`config.mk`:
```
export PLATFORM = sky130hd
export DESIGN_NAME = ffha_alu
export DESIGN_NICKNAME = d
export VERILOG_FILES = /design/src/ffha_alu.sv
export SDC_FILE = /design/constraint.sdc
export NUM_CORES = 1
export LEC_CHECK = 0
export ABC_CLOCK_PERIOD_IN_PS = 2100
export BUFFER_PORTS_ARGS = -buffer_cell sky130_fd_sc_hd__buf_2
export CAP_MARGIN = 10
export CORE_MARGIN = 1
export CORE_UTILIZATION = 35
export DETAILED_ROUTE_END_ITERATION = 16
export MAX_ROUTING_LAYER = met4
export SLEW_MARGIN = 20
export SYNTH_ARGS = -nofsm -noshare
export SYNTH_HDL_FRONTEND = slang
export SYNTH_SLANG_ARGS = --single-unit
export TNS_END_PERCENT = 1
```
`constraint.sdc`:
```
create_clock -name vclk -period 2.1
set_clock_uncertainty 0.2 [all_clocks]
set_input_delay 0.105 -clock vclk [all_inputs]
set_output_delay 0.105 -clock vclk [all_outputs]
set_load 0.02 [all_outputs]
```
`src/ffha_alu.sv`:
```
// Shared add/subtract and compare unit used by the allocator sequencer.
module ffha_alu #(
  parameter int W = 12
) (
  input  logic [W-1:0] a,
  input  logic [W-1:0] b,
  input  logic         sub,
  output logic [W-1:0] res,
  output logic         ge
);

  // one adder serves both directions: invert b and carry in for subtract
  assign res = a + (sub ? ~b : b) + {{(W-1){1'b0}}, sub};
  assign ge  = (a >= b);

endmodule
```
==> results of run 1 <==
layout make-up:
cell class,count,share of cell area [%]
repair buffers,68,30.9
well taps,30,2.48
inverters,19,4.70
multi-input cells,108,62.0
cells in the mapped netlist:
| master | n | share of area [%] |
|---|---|---|
| ha_1 | 22 | 28 |
| inv_1 | 19 | 7.4 |
| xor2_1 | 12 | 11 |
| a21oi_1 | 9 | 4.7 |
| a21o_1 | 8 | 6.2 |
| nor2_1 | 6 | 2.3 |
| xnor2_1 | 6 | 5.4 |
| nor3_1 | 5 | 2.6 |
| nand4_1 | 4 | 2.6 |
| o211ai_1 | 3 | 2.3 |
| o21a_1 | 3 | 2.3 |
| o21ai_0 | 3 | 1.6 |
| nand2_1 | 2 | 0.78 |
| nand2b_1 | 2 | 1.3 |
| nand3_1 | 2 | 1.0 |
| o31a_1 | 2 | 1.8 |
| or3_1 | 2 | 1.3 |
| a2111oi_2 | 1 | 1.6 |
| a211o_1 | 1 | 0.91 |
| a211oi_1 | 1 | 0.78 |
| a21oi_2 | 1 | 0.91 |
| a2bb2oi_1 | 1 | 0.91 |
| and3b_1 | 1 | 0.91 |
| buf_2 | 1 | 0.52 |
| fa_1 | 1 | 2.1 |
| mux2i_1 | 1 | 1.0 |
| mux2i_2 | 1 | 1.4 |
| nand3b_1 | 1 | 0.78 |
| nor2b_1 | 1 | 0.65 |
| nor3b_1 | 1 | 0.78 |
| o211a_1 | 1 | 1.0 |
| o21ai_1 | 1 | 0.52 |
| o21ai_2 | 1 | 0.91 |
| o21bai_1 | 1 | 0.78 |
| o22ai_1 | 1 | 0.65 |
critical path: stages:
cell     delay [ns]
buf_12         0.11
buf_6          0.11
xor2_1         0.15
ha_1           0.33
nand4_1        0.11
o211a_1        0.25
a21oi_2        0.19
nor3_1         0.08
or3_1          0.36
buf_6          0.14
stage by stage:
| stage | setup WS, ns | utilization [%] | TNS (ns) | hold slack, ns |
|---|---|---|---|---|
| floorplan | 0.0295 | - | 0 | 0.206 |
| global placement | -0.160 | 55.1 | -0.684 | 0.420 |
| detailed placement | -0.184 | 55.1 | -0.835 | 0.438 |
| CTS | -0.128 | 56.8 | -0.496 | 0.440 |
| global route | -0.247 | 59.6 | -1.07 | 0.459 |
| finish | -0.138 | 59.6 | -0.417 | 0.434 |
per-layer routing:
layer  vias up  routed length, µm  part of all wire [%]
li1        595                  -                     -
met1       510               1120                    44
met2        27               1320                    52
met3         2                 89                   3.5
met4         0                 18                  0.71
met5         -                  0                     0
power groups by stage:
stage	logic (mW)	clock network [mW]	registers, mW
after global routing	0.743	0	0
after CTS	0.632	0	0
after global placement	0.597	0	0
final	0.674	0	0
after detailed placement	0.609	0	0
after floorplan	0.384	0	0
cells by family (layout without fill, tap and decap cells):
kind of cell             count (synthesis)  after routing
buffers and inverters                   20             87
adder cells (fa/ha/maj)                 23             23
multiplexers                             2              2
AO/OA/AOI/OAI                           38             38
AND/OR/NAND/NOR                         27             27
XOR/XNOR                                18             18
worst paths after layout:
| kind | start | to | slack, ns | depth (start not counted) |
|---|---|---|---|---|
| min | b[0] | res[0] | 0.43 | 4 |
| max | sub | res[9] | -0.14 | 10 |
timing repair:
item	in CTS	in global routing
resized for setup	8	11
pin swaps	5	9
gates cloned	0	0
setup buffers	2	3
setup endpoints to repair	6	8
==> flow_summary_export.csv, run 1 <==
group,metric,value,unit
sta,finalHoldViolCount,0,
yosys,synthSimpleGateAreaFrac,15.0,%
worst_setup_path,end_kind,"output pin",
yosys,synthMuxAreaShare,2.46,%
sta,max_clock_freq,0.447,GHz
sta,finalCritPeriodShare,107,%
global_routing,grtUsageMet2,37.4,%
layout,fillers,243,
global_routing,grtUsageMet3,0.833,%
yosys,syn-num-nets,176,
worst_setup_path,cp_max_fo,6,
floorplan,rows,18,
worst_setup_path,required,1.79,ns
floorplan,start_util,38.0,%
placed_design,dp_hpwl,2.26,mm
layout,multiInputGateArea,940,µm²
yosys,synth_top_family_by_area,"adder cells",
global_routing,grt_use_met1,21.9,%
yosys,synth_compound_area_share,27.8,%
global_routing,grt_overflow,0,
yosys,netlist_instances,128,
sta,slew_viol_final,0,
job,maxCapViolations,0,
status,violations,"negative setup slack",
sta,fin_ws,-0.138,ns
placed_design,place_congestion,0.799,
drt,dr_total_vias,1134,
placed_design,port-buffer-count,38,
global_routing,grt_pass1_vias,1104,
layout,drive_above_1_share,41.5,%
floorplan,ios,38,
floorplan,die_w,54.6,µm
pwr,intPower,0.332,mW
yosys,syn_area_per_cell,7.56,µm²
status,status,"finished, violations left",
global_routing,antenna_found_initial,0,
worst_setup_path,start_kind,"input pin",
sta,setup_viol,5,
pwr,sw_frac_of_total,50.7,%
drt,via_per_inst,5.04,
placed_design,placed_cell_area,1400,µm²
yosys,synth_cell_types,35,
yosys,yosys_warnings,0,
pwr,p_per_area,444,nW/µm²
sta,min_period,2.24,ns
layout,clkbuf_count,0,
sta,rsz0062_at_grt,"true",
pwr,pwr-share-comb,100.0,%
global_routing,track_usage,19.1,%
sta,worstMarginPinSlew,0.342,ns
clock_network,cts-hold-fix-buffers,0,
placed_design,dp_cells,220,
min_path,min_path_type,"in -> out",
drt,finalWirelength,2.54,mm
global_routing,grt_pass1_wl,4.27,mm
layout,design_area,1520,µm²
drt,first_iter_violations,5,
drt,first_pass_iters,4,
drt,ant_nets,0,
pwr,power,0.674,mW
pwr,switching_power,0.341,mW
global_routing,grt_max_degree,7,
yosys,synthXorXnorAreaFrac,16.3,%
layout,diodes,0,
global_routing,busiest_layer,"met2",
drt,wl_per_cell,11.3,µm
floorplan,dieArea,2980,µm²
pwr,leakage,0.839,nW
floorplan,core_area,2540,µm²
layout,design.seq.count,0,
pwr,ir_drop,274,µV
layout,layout_commonest_cell,"buf_2",
layout,final_cell_count_no_fill,225,
floorplan,die_h,54.6,µm
layout,final_cell_mix,"33 x buf_2, 29 x buf_4, 20 x ha_1",
layout,register_area,0,µm²
pwr,pwr-share-clk,0,%
worst_setup_path,arrival,1.93,ns
sta,relSlewSlack,77.1,%
drt,drcViolationCount,0,
pwr,seqPwrFrac,0,%
yosys,yosysSeqAreaShare,0,%
layout,final_nets,245,
yosys,syn_area,967,µm²
worst_setup_path,critPathKind,"in -> out",
layout,area_growth,56.8,%
yosys,yosys.area_share.adder,30.5,%
Note: power is estimated with default switching activity, not from simulation.
==> run 2: changes to the inputs <==
--- a/config.mk
+++ b/config.mk
@@ -6,8 +6,9 @@
 export NUM_CORES = 1
 export LEC_CHECK = 0
 export ABC_CLOCK_PERIOD_IN_PS = 2100
-export BUFFER_PORTS_ARGS = -buffer_cell sky130_fd_sc_hd__buf_2
+export BUFFER_PORTS_ARGS = -buffer_cell sky130_fd_sc_hd__buf_4
 export CAP_MARGIN = 10
+export CORE_ASPECT_RATIO = 1.25
 export CORE_MARGIN = 1
 export CORE_UTILIZATION = 35
 export DETAILED_ROUTE_END_ITERATION = 16
==> run 2 against run 1 <==
The flow still finishes with violations (negative setup slack). Wire length is 4.8% lower. Sequential share of layout area is the same. Clock-buffer cell count is the same. Fmax is 4.7% higher. Critical path depth fell by 1. Largest cell class unchanged. First-iteration DRC count is 140% higher. Non-clock buffer count fell by 7. Critical path type unchanged. Setup slack improved by 0.10 ns. Via count is 1.8% lower.
==> flow_summary_export.csv, run 2 (synthesis results as in run 1) <==
group,metric,value,unit
min_path,min_path_type,"in -> out",
sta,worstMarginPinSlew,0.366,ns
drt,ant_nets,0,
layout,area_growth,60.0,%
floorplan,ios,38,
placed_design,placed_cell_area,1470,µm²
sta,max_clock_freq,0.468,GHz
sta,finalCritPeriodShare,102,%
global_routing,grt_overflow,0,
pwr,ir_drop,332,µV
status,status,"finished, violations left",
floorplan,rows,20,
pwr,power,0.691,mW
worst_setup_path,critPathKind,"in -> out",
layout,diodes,0,
worst_setup_path,cp_max_fo,9,
global_routing,antenna_found_initial,0,
drt,finalWirelength,2.42,mm
layout,layout_commonest_cell,"buf_4",
global_routing,grt_max_degree,10,
sta,whs,0.414,ns
sta,finalHoldViolCount,0,
floorplan,core_area,2530,µm²
drt,dr_total_vias,1114,
drt,wl_per_cell,10.9,µm
layout,register_area,0,µm²
worst_setup_path,critPathLaunch,"sub",
worst_setup_path,critical_path.slowest_cell,"or3_1",
min_path,hp-start,"b[0]",
drt,via_per_inst,5.04,
floorplan,die_w,49.0,µm
layout,clkbuf_count,0,
pwr,seqPwrFrac,0,%
layout,final_cell_mix,"57 x buf_4, 22 x ha_1, 19 x inv_1",
pwr,sw_frac_of_total,49.6,%
pwr,intPower,0.348,mW
sta,rsz0062_at_grt,"true",
pwr,p_per_area,446,nW/µm²
floorplan,dieArea,2980,µm²
pwr,pwr-share-clk,0,%
layout,design_area,1550,µm²
worst_setup_path,end_kind,"output pin",
job,maxCapViolations,0,
drt,first_iter_violations,12,
sta,relSlewSlack,75.4,%
sta,slew_viol_final,0,
global_routing,grt_pass1_wl,4.24,mm
placed_design,place_congestion,0.798,
sta,fin_ws,-0.0380,ns
pwr,pwr-share-comb,100.0,%
placed_design,port-buffer-count,38,
worst_setup_path,start_kind,"input pin",
drt,drcViolationCount,0,
layout,design.seq.count,0,
sta,min_period,2.14,ns
sta,setup_viol,2,
pwr,switching_power,0.343,mW
layout,final_nets,238,
placed_design,dp_hpwl,2.20,mm
status,violations,"negative setup slack",
floorplan,start_util,38.3,%
drt,first_pass_iters,4,
global_routing,grt_pass1_vias,1098,
layout,drive_above_1_share,39.9,%
global_routing,track_usage,18.0,%
pwr,leakage,0.836,nW
worst_setup_path,required,1.79,ns
worst_setup_path,arrival,1.83,ns
floorplan,die_h,60.8,µm
worst_setup_path,max_stage_delay,0.36,ns
worst_setup_path,worstPathCellList,"buf_12, xor2_1, ha_1, o21a_1, o21ai_2, a21oi_2, and3b_1, or3_1, buf_6",
-- run 2: layer usage --
metal  vias to the layer above  track usage (%)  wire [µm]
li1                        586                -          -
met1                       504             17.9        955
met2                        22             39.1       1350
met3                         2            0.501         80
met4                         0             2.94         36
met5                         -                -          0
-- run 2: final timing paths --
kind / endpoint / slack, ns / cells after the start
worst max-delay path: res[9] / -0.04 / 9
worst min-delay path: res[0] / 0.41 / 4
-- run 2: timing repair --
| action | CTS | global route |
|---|---|---|
| endpoints found under the setup margin | 5 | 5 |
| pin swaps | 6 | 3 |
| gates resized for setup | 14 | 2 |
| hold buffers | 0 | 0 |
| setup buffers | 0 | 0 |
-- run 2: power groups by stage --
| stage | logic (mW) | registers (mW) | clock network, mW |
|---|---|---|---|
| final | 0.691 | 0 | 0 |
| after global routing | 0.756 | 0 | 0 |
| after CTS | 0.687 | 0 | 0 |
| after detailed placement | 0.658 | 0 | 0 |
| after global placement | 0.648 | 0 | 0 |
| after floorplan | 0.384 | 0 | 0 |
-- run 2: critical path, delay by kind of cell --
kind / cells / cell delay, ns
buf+inv: 2 / 0.26
xor+xnor: 1 / 0.16
compound gates: 3 / 0.47
fa+ha+maj: 1 / 0.29
simple gates: 2 / 0.54
-- run 2: cell type report --
type / instances / area [µm²]
multi-input combinational: 108 / 953
fill: 240 / 980
tap: 33 / 41.3
timing repair buffer: 61 / 482
inverter: 19 / 71.3
-- run 2: through the flow --
stage / setup WS (ns) / TNS [ns] / utilization [%] / cells
after global routing: -0.166 / -0.448 / 61.2 / 221
after CTS: -0.0409 / -0.0807 / 60.6 / 221
after floorplan: 0.0295 / 0 / - / 128
final: -0.0380 / -0.0557 / 61.2 / 221
after detailed placement: -0.154 / -0.462 / 58.3 / 221
after global placement: -0.0963 / -0.247 / 58.3 / 221
